## src/hca_pkg.sv

```systemverilog
// ----------------------------------------------------------------------------
// hca_pkg
// Shared constants, types and helpers of the HOG cell histogram averager.
// ----------------------------------------------------------------------------
package hca_pkg;

    // window geometry
    localparam int CELLS_ACROSS    = 4;
    localparam int CELLS_DOWN      = 4;
    localparam int BINS            = 9;
    localparam int CELLS_PER_BLOCK = 4;

    localparam int NUM_CELLS = CELLS_ACROSS * CELLS_DOWN;
    localparam int NUM_SUMS  = NUM_CELLS * BINS;
    localparam int BLOCKS_X  = CELLS_ACROSS - 1;
    localparam int BLOCKS_Y  = CELLS_DOWN - 1;

    // field widths
    localparam int OPCODE_W = 2;
    localparam int VALUE_W  = 16;
    localparam int INDEX_W  = 8;
    localparam int SUM_W    = 18;
    localparam int COUNT_W  = 3;

    // internal widths
    localparam int IDX_W  = $clog2(NUM_SUMS);
    localparam int CELL_W = $clog2(NUM_CELLS);
    localparam int BIN_W  = $clog2(BINS);
    localparam int BX_W   = (BLOCKS_X > 1) ? $clog2(BLOCKS_X) : 1;
    localparam int BY_W   = (BLOCKS_Y > 1) ? $clog2(BLOCKS_Y) : 1;
    localparam int CNR_W  = $clog2(CELLS_PER_BLOCK);

    // command queue
    localparam int Q_DEPTH = 4;
    localparam int Q_PTR_W = $clog2(Q_DEPTH);

    // index / BINS as a multiply by a rounded-up reciprocal, exact for 8-bit indexes
    localparam int             RECIP_SHIFT = 16;
    localparam logic [15:0]    CELL_RECIP  = 16'(((2 ** RECIP_SHIFT) + BINS - 1) / BINS);

    // sum / 3: (2^17 + 1) / 3, overshoots by at most one
    localparam int             DIV3_SHIFT = 17;
    localparam int             DIV3_W     = 17;
    localparam logic [16:0]    DIV3_MUL   = 17'd43691;

    localparam logic [VALUE_W-1:0] AVG_MAX = '1;

    typedef enum logic [OPCODE_W-1:0] {
        OPC_START = 2'd0,
        OPC_PUSH  = 2'd1,
        OPC_READ  = 2'd2,
        OPC_NONE  = 2'd3
    } t_opcode;

    typedef enum logic [1:0] {
        CMD_CLEAR,
        CMD_PUSH,
        CMD_READ
    } t_cmd_kind;

    typedef struct packed {
        t_cmd_kind          kind;
        logic [IDX_W-1:0]   sum_idx;
        logic [CELL_W-1:0]  cell_no;
        logic               last_bin;
        logic               in_range;
        logic [VALUE_W-1:0] value;
    } t_cmd;

    typedef struct packed {
        logic valid;
        logic full;
    } t_q_status;

    typedef enum logic {
        ST_IDLE,
        ST_EXEC
    } t_back_state;

    function automatic logic [CELL_W-1:0] index_to_cell(input logic [INDEX_W-1:0] idx);
        logic [INDEX_W+15:0] prod;
        prod = {16'b0, idx} * {{INDEX_W{1'b0}}, CELL_RECIP};
        return prod[RECIP_SHIFT +: CELL_W];
    endfunction

endpackage

```

## src/hca_front.sv

```systemverilog
// ----------------------------------------------------------------------------
// hca_front
// Classifies accepted transactions and tracks the load position of the window.
// ----------------------------------------------------------------------------
module hca_front
    import hca_pkg::*;
(
    input  logic                i_clk,
    input  logic                i_rst_n,
    input  logic                i_accept,
    input  logic [OPCODE_W-1:0] i_opcode,
    input  logic [VALUE_W-1:0]  i_descriptor_value,
    input  logic [INDEX_W-1:0]  i_read_index,
    output logic                o_enq,
    output t_cmd                o_cmd
);

    logic [BIN_W-1:0]  r_bin,      n_bin;
    logic [CNR_W-1:0]  r_cnr,      n_cnr;
    logic [BY_W-1:0]   r_by,       n_by;
    logic [BX_W-1:0]   r_bx,       n_bx;
    logic [CELL_W-1:0] r_blk_cell, n_blk_cell;
    logic              r_full,     n_full;

    logic [CELL_W-1:0] push_cell;
    logic [IDX_W-1:0]  push_idx;
    logic              last_bin;
    logic              rd_in_range;

    always_comb begin
        // lower-left cell of the block, then the cell's offset inside it
        push_cell = r_blk_cell + CELL_W'(r_cnr[1])
                  + (r_cnr[0] ? CELL_W'(CELLS_ACROSS) : CELL_W'(0));
        push_idx  = IDX_W'(push_cell * BINS) + IDX_W'(r_bin);
        last_bin  = (r_bin == BIN_W'(BINS - 1));
        rd_in_range = (32'(i_read_index) < 32'(NUM_SUMS));
    end

    always_comb begin
        n_bin      = r_bin;
        n_cnr      = r_cnr;
        n_by       = r_by;
        n_bx       = r_bx;
        n_blk_cell = r_blk_cell;
        n_full     = r_full;
        o_enq      = 1'b0;
        o_cmd      = '0;
        o_cmd.value = i_descriptor_value;
        if (i_accept) begin
            case (t_opcode'(i_opcode))
                OPC_START: begin
                    o_enq      = 1'b1;
                    o_cmd.kind = CMD_CLEAR;
                    n_bin      = '0;
                    n_cnr      = '0;
                    n_by       = '0;
                    n_bx       = '0;
                    n_blk_cell = '0;
                    n_full     = 1'b0;
                end
                OPC_PUSH: begin
                    if (!r_full) begin
                        o_enq          = 1'b1;
                        o_cmd.kind     = CMD_PUSH;
                        o_cmd.sum_idx  = push_idx;
                        o_cmd.cell_no  = push_cell;
                        o_cmd.last_bin = last_bin;
                        o_cmd.in_range = 1'b1;
                        n_bin = r_bin + BIN_W'(1);
                        if (last_bin) begin
                            n_bin = '0;
                            n_cnr = r_cnr + CNR_W'(1);
                            if (r_cnr == CNR_W'(CELLS_PER_BLOCK - 1)) begin
                                n_by       = r_by + BY_W'(1);
                                n_blk_cell = r_blk_cell + CELL_W'(CELLS_ACROSS);
                                if (r_by == BY_W'(BLOCKS_Y - 1)) begin
                                    // next block column starts at its bottom cell
                                    n_by       = '0;
                                    n_bx       = r_bx + BX_W'(1);
                                    n_blk_cell = CELL_W'(r_bx) + CELL_W'(1);
                                    if (r_bx == BX_W'(BLOCKS_X - 1)) begin
                                        n_full = 1'b1;
                                    end
                                end
                            end
                        end
                    end
                end
                OPC_READ: begin
                    o_enq          = 1'b1;
                    o_cmd.kind     = CMD_READ;
                    o_cmd.in_range = rd_in_range;
                    o_cmd.sum_idx  = rd_in_range ? IDX_W'(i_read_index) : IDX_W'(0);
                    o_cmd.cell_no  = rd_in_range ? index_to_cell(i_read_index)
                                                 : CELL_W'(0);
                end
                default: begin
                end
            endcase
        end
    end

    always_ff @(posedge i_clk) begin
        if (!i_rst_n) begin
            r_bin      <= '0;
            r_cnr      <= '0;
            r_by       <= '0;
            r_bx       <= '0;
            r_blk_cell <= '0;
            r_full     <= 1'b0;
        end else begin
            r_bin      <= n_bin;
            r_cnr      <= n_cnr;
            r_by       <= n_by;
            r_bx       <= n_bx;
            r_blk_cell <= n_blk_cell;
            r_full     <= n_full;
        end
    end

endmodule

```

## src/hca_queue.sv

```systemverilog
// ----------------------------------------------------------------------------
// hca_queue
// Small command queue between the classifying front and the executing back.
// ----------------------------------------------------------------------------
module hca_queue
    import hca_pkg::*;
(
    input  logic      i_clk,
    input  logic      i_rst_n,
    input  logic      i_push,
    input  t_cmd      i_cmd,
    input  logic      i_pop,
    output t_cmd      o_cmd,
    output t_q_status o_status
);

    t_cmd               r_entries [Q_DEPTH];
    logic [Q_PTR_W-1:0] r_wr_ptr, n_wr_ptr;
    logic [Q_PTR_W-1:0] r_rd_ptr, n_rd_ptr;
    logic [Q_PTR_W:0]   r_count,  n_count;

    always_comb begin
        n_wr_ptr = i_push ? r_wr_ptr + Q_PTR_W'(1) : r_wr_ptr;
        n_rd_ptr = i_pop  ? r_rd_ptr + Q_PTR_W'(1) : r_rd_ptr;
        n_count  = r_count + (Q_PTR_W+1)'(i_push) - (Q_PTR_W+1)'(i_pop);
        o_cmd          = r_entries[r_rd_ptr];
        o_status.valid = (r_count != '0);
        o_status.full  = (r_count == (Q_PTR_W+1)'(Q_DEPTH));
    end

    always_ff @(posedge i_clk) begin
        if (i_push) begin
            r_entries[r_wr_ptr] <= i_cmd;
        end
    end

    always_ff @(posedge i_clk) begin
        if (!i_rst_n) begin
            r_wr_ptr <= '0;
            r_rd_ptr <= '0;
            r_count  <= '0;
        end else begin
            r_wr_ptr <= n_wr_ptr;
            r_rd_ptr <= n_rd_ptr;
            r_count  <= n_count;
        end
    end

endmodule

```

## src/hca_back.sv

```systemverilog
// ----------------------------------------------------------------------------
// hca_back
// Executes queued commands: bin sum memory read-modify-write, cell counts,
// window clear and averaged reads.
// ----------------------------------------------------------------------------
module hca_back
    import hca_pkg::*;
(
    input  logic               i_clk,
    input  logic               i_rst_n,
    input  logic               i_q_valid,
    input  t_cmd               i_cmd,
    output logic               o_pop,
    output logic               o_result_valid,
    output logic [VALUE_W-1:0] o_average_value,
    output logic [COUNT_W-1:0] o_cell_updates
);

    t_back_state r_state, n_state;

    logic [SUM_W-1:0]   r_sums [NUM_SUMS];
    logic [NUM_SUMS-1:0] r_sum_vld;
    logic [COUNT_W-1:0] r_counts [NUM_CELLS];

    t_cmd               r_cmd;
    logic [SUM_W-1:0]   r_rd_data;
    logic               r_rd_vld;
    logic [COUNT_W-1:0] r_cnt;

    logic               r_out_valid, n_out_valid;
    logic [VALUE_W-1:0] r_avg;
    logic [COUNT_W-1:0] r_upd;

    logic clr;
    logic wr_en;
    logic cnt_wr;

    logic [SUM_W-1:0]        sum_cur;
    logic [SUM_W-1:0]        sum_new;
    logic [SUM_W+DIV3_W-1:0] div3_prod;
    logic [SUM_W-1:0]        div3_q;
    logic [SUM_W+1:0]        div3_chk;
    logic [SUM_W-1:0]        quot;
    logic [VALUE_W-1:0]      avg_next;
    logic [COUNT_W-1:0]      upd_next;

    always_comb begin
        n_state     = r_state;
        o_pop       = 1'b0;
        clr         = 1'b0;
        wr_en       = 1'b0;
        cnt_wr      = 1'b0;
        n_out_valid = 1'b0;
        case (r_state)
            ST_IDLE: begin
                if (i_q_valid) begin
                    o_pop = 1'b1;
                    if (i_cmd.kind == CMD_CLEAR) begin
                        clr = 1'b1;
                    end else begin
                        n_state = ST_EXEC;
                    end
                end
            end
            ST_EXEC: begin
                n_state = ST_IDLE;
                case (r_cmd.kind)
                    CMD_PUSH: begin
                        wr_en  = 1'b1;
                        cnt_wr = r_cmd.last_bin;
                    end
                    CMD_READ: begin
                        n_out_valid = 1'b1;
                    end
                    default: begin
                    end
                endcase
            end
            default: begin
                n_state = ST_IDLE;
            end
        endcase
    end

    // datapath: accumulate and divide by the count
    always_comb begin
        sum_cur   = r_rd_vld ? r_rd_data : SUM_W'(0);
        sum_new   = sum_cur + SUM_W'(r_cmd.value);
        div3_prod = {{DIV3_W{1'b0}}, sum_cur} * {{SUM_W{1'b0}}, DIV3_MUL};
        div3_q    = div3_prod[DIV3_SHIFT +: SUM_W];
        div3_chk  = {1'b0, div3_q, 1'b0} + {2'b0, div3_q};
        // reciprocal can overshoot by one
        if (div3_chk > {2'b0, sum_cur}) begin
            div3_q = div3_q - SUM_W'(1);
        end
        case (r_cnt)
            3'd1:    quot = sum_cur;
            3'd2:    quot = sum_cur >> 1;
            3'd3:    quot = div3_q;
            3'd4:    quot = sum_cur >> 2;
            default: quot = '0;
        endcase
        if (!r_cmd.in_range) begin
            avg_next = '0;
            upd_next = '0;
        end else begin
            avg_next = (quot > SUM_W'(AVG_MAX)) ? AVG_MAX : quot[VALUE_W-1:0];
            upd_next = r_cnt;
        end
    end

    // bin sum memory
    always_ff @(posedge i_clk) begin
        if (o_pop) begin
            r_rd_data <= r_sums[i_cmd.sum_idx];
        end
        if (wr_en) begin
            r_sums[r_cmd.sum_idx] <= sum_new;
        end
    end

    always_ff @(posedge i_clk) begin
        if (o_pop) begin
            r_cmd    <= i_cmd;
            r_rd_vld <= r_sum_vld[i_cmd.sum_idx];
            r_cnt    <= r_counts[i_cmd.cell_no];
        end
        if (n_out_valid) begin
            r_avg <= avg_next;
            r_upd <= upd_next;
        end
    end

    always_ff @(posedge i_clk) begin
        if (!i_rst_n) begin
            r_state     <= ST_IDLE;
            r_out_valid <= 1'b0;
            r_sum_vld   <= '0;
            for (int c = 0; c < NUM_CELLS; c++) begin
                r_counts[c] <= '0;
            end
        end else begin
            r_state     <= n_state;
            r_out_valid <= n_out_valid;
            if (clr) begin
                r_sum_vld <= '0;
                for (int c = 0; c < NUM_CELLS; c++) begin
                    r_counts[c] <= '0;
                end
            end else begin
                if (wr_en) begin
                    r_sum_vld[r_cmd.sum_idx] <= 1'b1;
                end
                if (cnt_wr) begin
                    r_counts[r_cmd.cell_no] <= r_cnt + COUNT_W'(1);
                end
            end
        end
    end

    assign o_result_valid  = r_out_valid;
    assign o_average_value = r_avg;
    assign o_cell_updates  = r_upd;

endmodule

```

## src/hog_cell_histogram_averager.sv

```systemverilog
// ----------------------------------------------------------------------------
// hog_cell_histogram_averager
// Folds overlapping 2x2-cell HOG block descriptors into averaged cell bins.
// ----------------------------------------------------------------------------
//  channel   | handshake                 | payload
//  ----------+---------------------------+--------------------------------------
//  command   | i_start, o_busy           | i_opcode, i_descriptor_value,
//            |                           | i_read_index
//  result    | o_result_valid (strobe)   | o_average_value, o_cell_updates
//
//  a transaction is taken when i_start is high and o_busy low; o_busy is the
//  command queue being full (four entries)
//  the execute side does a push or read in steps (memory read at the pop, then
//  add-and-write or divide) and a start at the pop alone, so it takes no new
//  push or read until the last one has finished
//  with the queue empty, a read passes the queue entry, memory read and divide,
//  and its result is registered; synchronous active-low reset empties the queue
//  and clears sums and counts; the result strobe cannot be stalled
// ----------------------------------------------------------------------------
module hog_cell_histogram_averager
    import hca_pkg::*;
(
    input  logic                i_clk,
    input  logic                i_rst_n,
    input  logic                i_start,
    output logic                o_busy,
    input  logic [OPCODE_W-1:0] i_opcode,
    input  logic [VALUE_W-1:0]  i_descriptor_value,
    input  logic [INDEX_W-1:0]  i_read_index,
    output logic                o_result_valid,
    output logic [VALUE_W-1:0]  o_average_value,
    output logic [COUNT_W-1:0]  o_cell_updates
);

    logic      accept;
    logic      enq;
    t_cmd      front_cmd;
    t_cmd      q_cmd;
    t_q_status q_status;
    logic      pop;

    assign accept = i_start && !q_status.full;
    assign o_busy = q_status.full;

    hca_front u_front (
        .i_clk              (i_clk),
        .i_rst_n            (i_rst_n),
        .i_accept           (accept),
        .i_opcode           (i_opcode),
        .i_descriptor_value (i_descriptor_value),
        .i_read_index       (i_read_index),
        .o_enq              (enq),
        .o_cmd              (front_cmd)
    );

    hca_queue u_queue (
        .i_clk    (i_clk),
        .i_rst_n  (i_rst_n),
        .i_push   (enq),
        .i_cmd    (front_cmd),
        .i_pop    (pop),
        .o_cmd    (q_cmd),
        .o_status (q_status)
    );

    hca_back u_back (
        .i_clk           (i_clk),
        .i_rst_n         (i_rst_n),
        .i_q_valid       (q_status.valid),
        .i_cmd           (q_cmd),
        .o_pop           (pop),
        .o_result_valid  (o_result_valid),
        .o_average_value (o_average_value),
        .o_cell_updates  (o_cell_updates)
    );

endmodule

```

## config.mk

```make
export PLATFORM = sky130hd
export DESIGN_NAME = hog_cell_histogram_averager
export DESIGN_NICKNAME = d
export VERILOG_FILES = /design/src/hca_pkg.sv /design/src/hca_front.sv /design/src/hca_queue.sv /design/src/hca_back.sv /design/src/hog_cell_histogram_averager.sv
export SDC_FILE = /design/constraint.sdc
export NUM_CORES = 2
export LEC_CHECK = 0
export ABC_CLOCK_PERIOD_IN_PS = 18300
export BUFFER_PORTS_ARGS = -buffer_cell sky130_fd_sc_hd__buf_2
export CAP_MARGIN = 10
export CORE_AREA = 2 2 586 588
export CTS_CLUSTER_DIAMETER = 200
export DETAILED_ROUTE_END_ITERATION = 8
export DIE_AREA = 0 0 588 590
export SLEW_MARGIN = 20
export SYNTH_ARGS = -nofsm -noshare
export SYNTH_HDL_FRONTEND = slang
export SYNTH_HIERARCHICAL = 1
export SYNTH_SLANG_ARGS = --single-unit
```

## constraint.sdc

```tcl
create_clock -name i_clk -period 18.3 [get_ports i_clk]
set_input_delay 0.915 -clock i_clk [delete_from_list [all_inputs] [get_ports i_clk]]
set_output_delay 0.915 -clock i_clk [all_outputs]
set_load 0.005 [all_outputs]
```

==> results.txt <==
Dividing the detail-routed wire length by the instance count gives 28.9 um. Setup total negative slack on the finished layout was measured at 0 ps. The synthesized area divided by synthesized cell count is 19.9 um2. For the pin with the worst max-slew slack, the measured transition is 1200 ps. The number of antenna violations at the first check in global routing came out at 17. The horizontal die dimension is 588 um.

The detailed router finished its first iteration with 7021 violations. After legalization and detailed placement, the total HPWL measured 196 mm. The floorplan step set the die height to 590 um. The floorplan has 215 rows. Counting flops with an async set or reset pin after synthesis yields a share of 0%. The slowest stage of the critical path belongs to the cell xor2_1. The required arrival time at the worst endpoint came out at 18870 ps.

In the final layout, the share of cells above drive strength 1 is 26.7%. The final critical-path required period is 12110 ps. The maximum clock frequency is 82.6 MHz.

The global placement routability congestion came out at 0.869. The first detailed-routing pass ran for 6 iterations. Counting every net in the synthesized netlist gives 6699. The count of nets left with antenna violations once routing finished came out at 0.

The final non-filler cell area is 0.143 mm2. The worst min-delay path category is input port to flop. The cell sitting at the root of the clock tree is a clkbuf_16. The family with the most delay on the worst path is compound AO/OA/AOI/OAI gates.

The count of cell types in the netlist came out at 105. The wire length of the first global-routing pass came out at 468 mm. The number of resized instances in the post-cts repair step is 0. Among all flip-flop cells after synthesis, the most frequent one is edfxtp_1. STA classifies the critical path endpoint as a flop. The worst path arrival time came out at 12680 ps. Compared with the post-synthesis result, the final layout area differs by 13.7%. STA classifies the critical path startpoint as a flop.

The classification of the worst setup path is flop to flop. The synthesized netlist cell count is 6292. The overall via count from detail_route came out at 62700. The cts-stage hold buffer count came out at 0. The die covers 0.347 mm2.

The number of global-route vias before repair came out at 63800. The combined global-route utilization of all metal layers is 18.6%. The clock passes through at most 4 buffers. The worst slew margin relative to its limit is 19.4%. The final max-slew violation count is 0. In this run the register-to-register setup slack is 6190 ps.

The count of buffers added on input and output ports is 49. 50 I/O pins were placed. The total CTS buffers is 315. The total number of yosys warnings came out at 6. After detailed routing, the number of vias per cell comes to 5.53. The total area inside the core boundary comes to 0.341 mm2. The number of hold-slack violations in the final timing report is 0. Once the floorplan was initialized, standard cells occupied 36.8% of the core. The placed standard-cell area is 0.132 mm2.

Setup repair after global routing left no endpoint under its margin. Of all nets on the critical path, the largest fanout is 29. The number of failing setup endpoints in the final timing report came out at 0.

The clock drives 3011 sinks. The total global routing overflow is 0. The number of setup buffers added after CTS came out at 0. The number of flops mapped to enable cells by yosys is 2841.

TritonCTS built the clock tree. The worst-case hold slack came out at 251 ps. The run finished with clean final reports. The insertion delay of the later-clocked pin in the worst-skew pair is 930 ps. The count of state elements after synthesis came out at 3011. In the routed design, unresolved DRC markers number 0. The number of maximum-capacitance violations is 0. Counting both buffers and inverters, the worst setup path holds a total of 8.

The CTS clock-pin slew for the worst setup and hold paths came out at 70 ps. Between clock sinks in the finished design, the worst skew comes to 76.9 ps. CTS built an H-tree with a depth of 5.

Across all setup checks in the final design, the least slack found is 6190 ps. The routed design has 328 mm of wire. For this run, the post-layout net count is 6927.

The cell that appears most often on the critical path is inv_1. The placement-stage worst setup slack is 6320 ps. The pin count of the biggest net entering global routing came out at 109. In this run the cell area of the synthesized design comes to 0.125 mm2. The final worst-path cycle share came out at 66.2%. The stage delay of the slowest cell on the critical path is 870 ps. After synthesis, flip-flops and latches occupy 70.8% of the total area.
## path summary, 6_finish.rpt
kind                              start                         to  cells past startpoint
hold reg to reg    u_back/r_sum_vld[83]       u_back/r_sum_vld[83]                      1
hold / removal    i_descriptor_value[9]    u_queue/r_entries[2][9]                      1
setup reg to reg        u_back/r_rd_vld  u_back/o_average_value[3]                     40
setup / recovery        u_back/r_rd_vld  u_back/o_average_value[3]                     40
## through the flow
stage / utilization, % / std cells
5_1_grt: 41.8 / 11300
6_report: 41.8 / 11300
3_5_place_dp: 38.8 / 10800
3_3_place_gp: 38.8 / 10800
4_1_cts: 41.7 / 11300
2_1_floorplan: - / 6292
## registers in the layout (all words and copies together), names as in the netlist, 3 cells and up, named ones only
name                    count
u_back/r_sums            2592
u_back/r_sum_vld          144
u_queue/r_entries         128
u_back/r_counts            48
u_back/r_cmd               32
u_back/r_rd_data           18
u_back/o_average_value     16
u_front/r_bin               4
u_front/r_blk_cell          4
u_back/o_cell_updates       3
u_back/r_cnt                3
u_queue/r_count             3
## area by class of cell
type | instances | area (um2)
antenna | 7 | 17.5
clock buffer | 402 | 8450
clock inverter | 168 | 1610
fill | 29800 | 199000
inverter | 303 | 1140
multi-input combinational | 2676 | 35300
sequential | 3011 | 88700
tap | 4557 | 5700
timing repair buffer | 213 | 1580
## routing by layer
metal	track usage (%)	vias to the layer above	wire length, um
met5	0	-	15
met1	25.5	33900	134000
met2	31.0	2304	161000
met4	5.41	2	9700
met3	2.77	487	22800
li1	-	26000	-
## cells by family (layout without fill, tap and decap cells)
logic type | after synthesis | after routing | synth area share (%)
adder cells (fa/ha/maj) | 379 | 379 | 4.47
XOR/XNOR | 75 | 75 | 0.554
other | 0 | 7 | 0
flip-flops | 3011 | 3011 | 70.8
AND/OR/NAND/NOR | 814 | 814 | 2.89
AO/OA/AOI/OAI | 441 | 441 | 2.41
buffers and inverters | 605 | 1086 | 1.93
multiplexers | 967 | 967 | 17.0
## placed cells by master (no fill, tap or decap), types with 30 or more instances in the layout
cell       count
a21oi_1       81
buf_2         49
buf_4        157
clkbuf_1      70
clkbuf_16    321
clkinv_1      58
clkinv_2      53
dfxtp_1      169
edfxtp_1    2841
fa_1         115
ha_1         262
inv_1        297
mux2i_1       34
mux4_2       920
nand2_1      174
nand3_1       39
nor2_1       285
nor2_2        52
nor2_4        95
nor2b_1       30
o21a_1        82
o21ai_0       74
xnor2_1       38
## worst reg2reg max path: cells and delay by family, from the launching register on
kind | cells | cell delay, ps
AO/OA/AOI/OAI | 15 | 4370
adder cells (fa/ha/maj) | 9 | 3800
buffers and inverters | 8 | 1500
XOR/XNOR | 2 | 970
AND/OR/NAND/NOR | 6 | 850
flip-flops | 1 | 320
## cells in the mapped netlist, types with 7 or more instances
library cell	number	area (um2)
xnor2_1	50	438
edfxtp_1	2841	85300
inv_1	297	1110
buf_4	16	120
buf_2	16	80.1
a41oi_1	13	114
o21a_1	82	616
o221ai_1	9	78.8
and2_1	24	150
a211oi_1	19	143
nor2b_1	31	194
or3_1	7	43.8
o211ai_1	9	67.6
a21oi_1	83	415
and3_1	17	106
a22oi_1	9	67.6
nand2_1	175	657
a31oi_1	22	138
buf_1	91	342
mux4_2	925	20800
o21ai_0	76	380
nor2_1	431	1620
xor2_1	21	184
nor3_1	18	90.1
nor4_1	8	50.1
dfxtp_1	170	3400
nand2b_1	8	50.1
nand3_1	44	220
nand4_1	12	75.1
mux2i_1	34	340
fa_1	115	2300
a21o_1	24	180
o31ai_1	9	67.6
clkbuf_1	173	649
ha_1	263	3290
o22ai_1	18	113
Power is not shown: default switching activity piles up to over one toggle a cycle in this logic, so the estimate is an artifact.
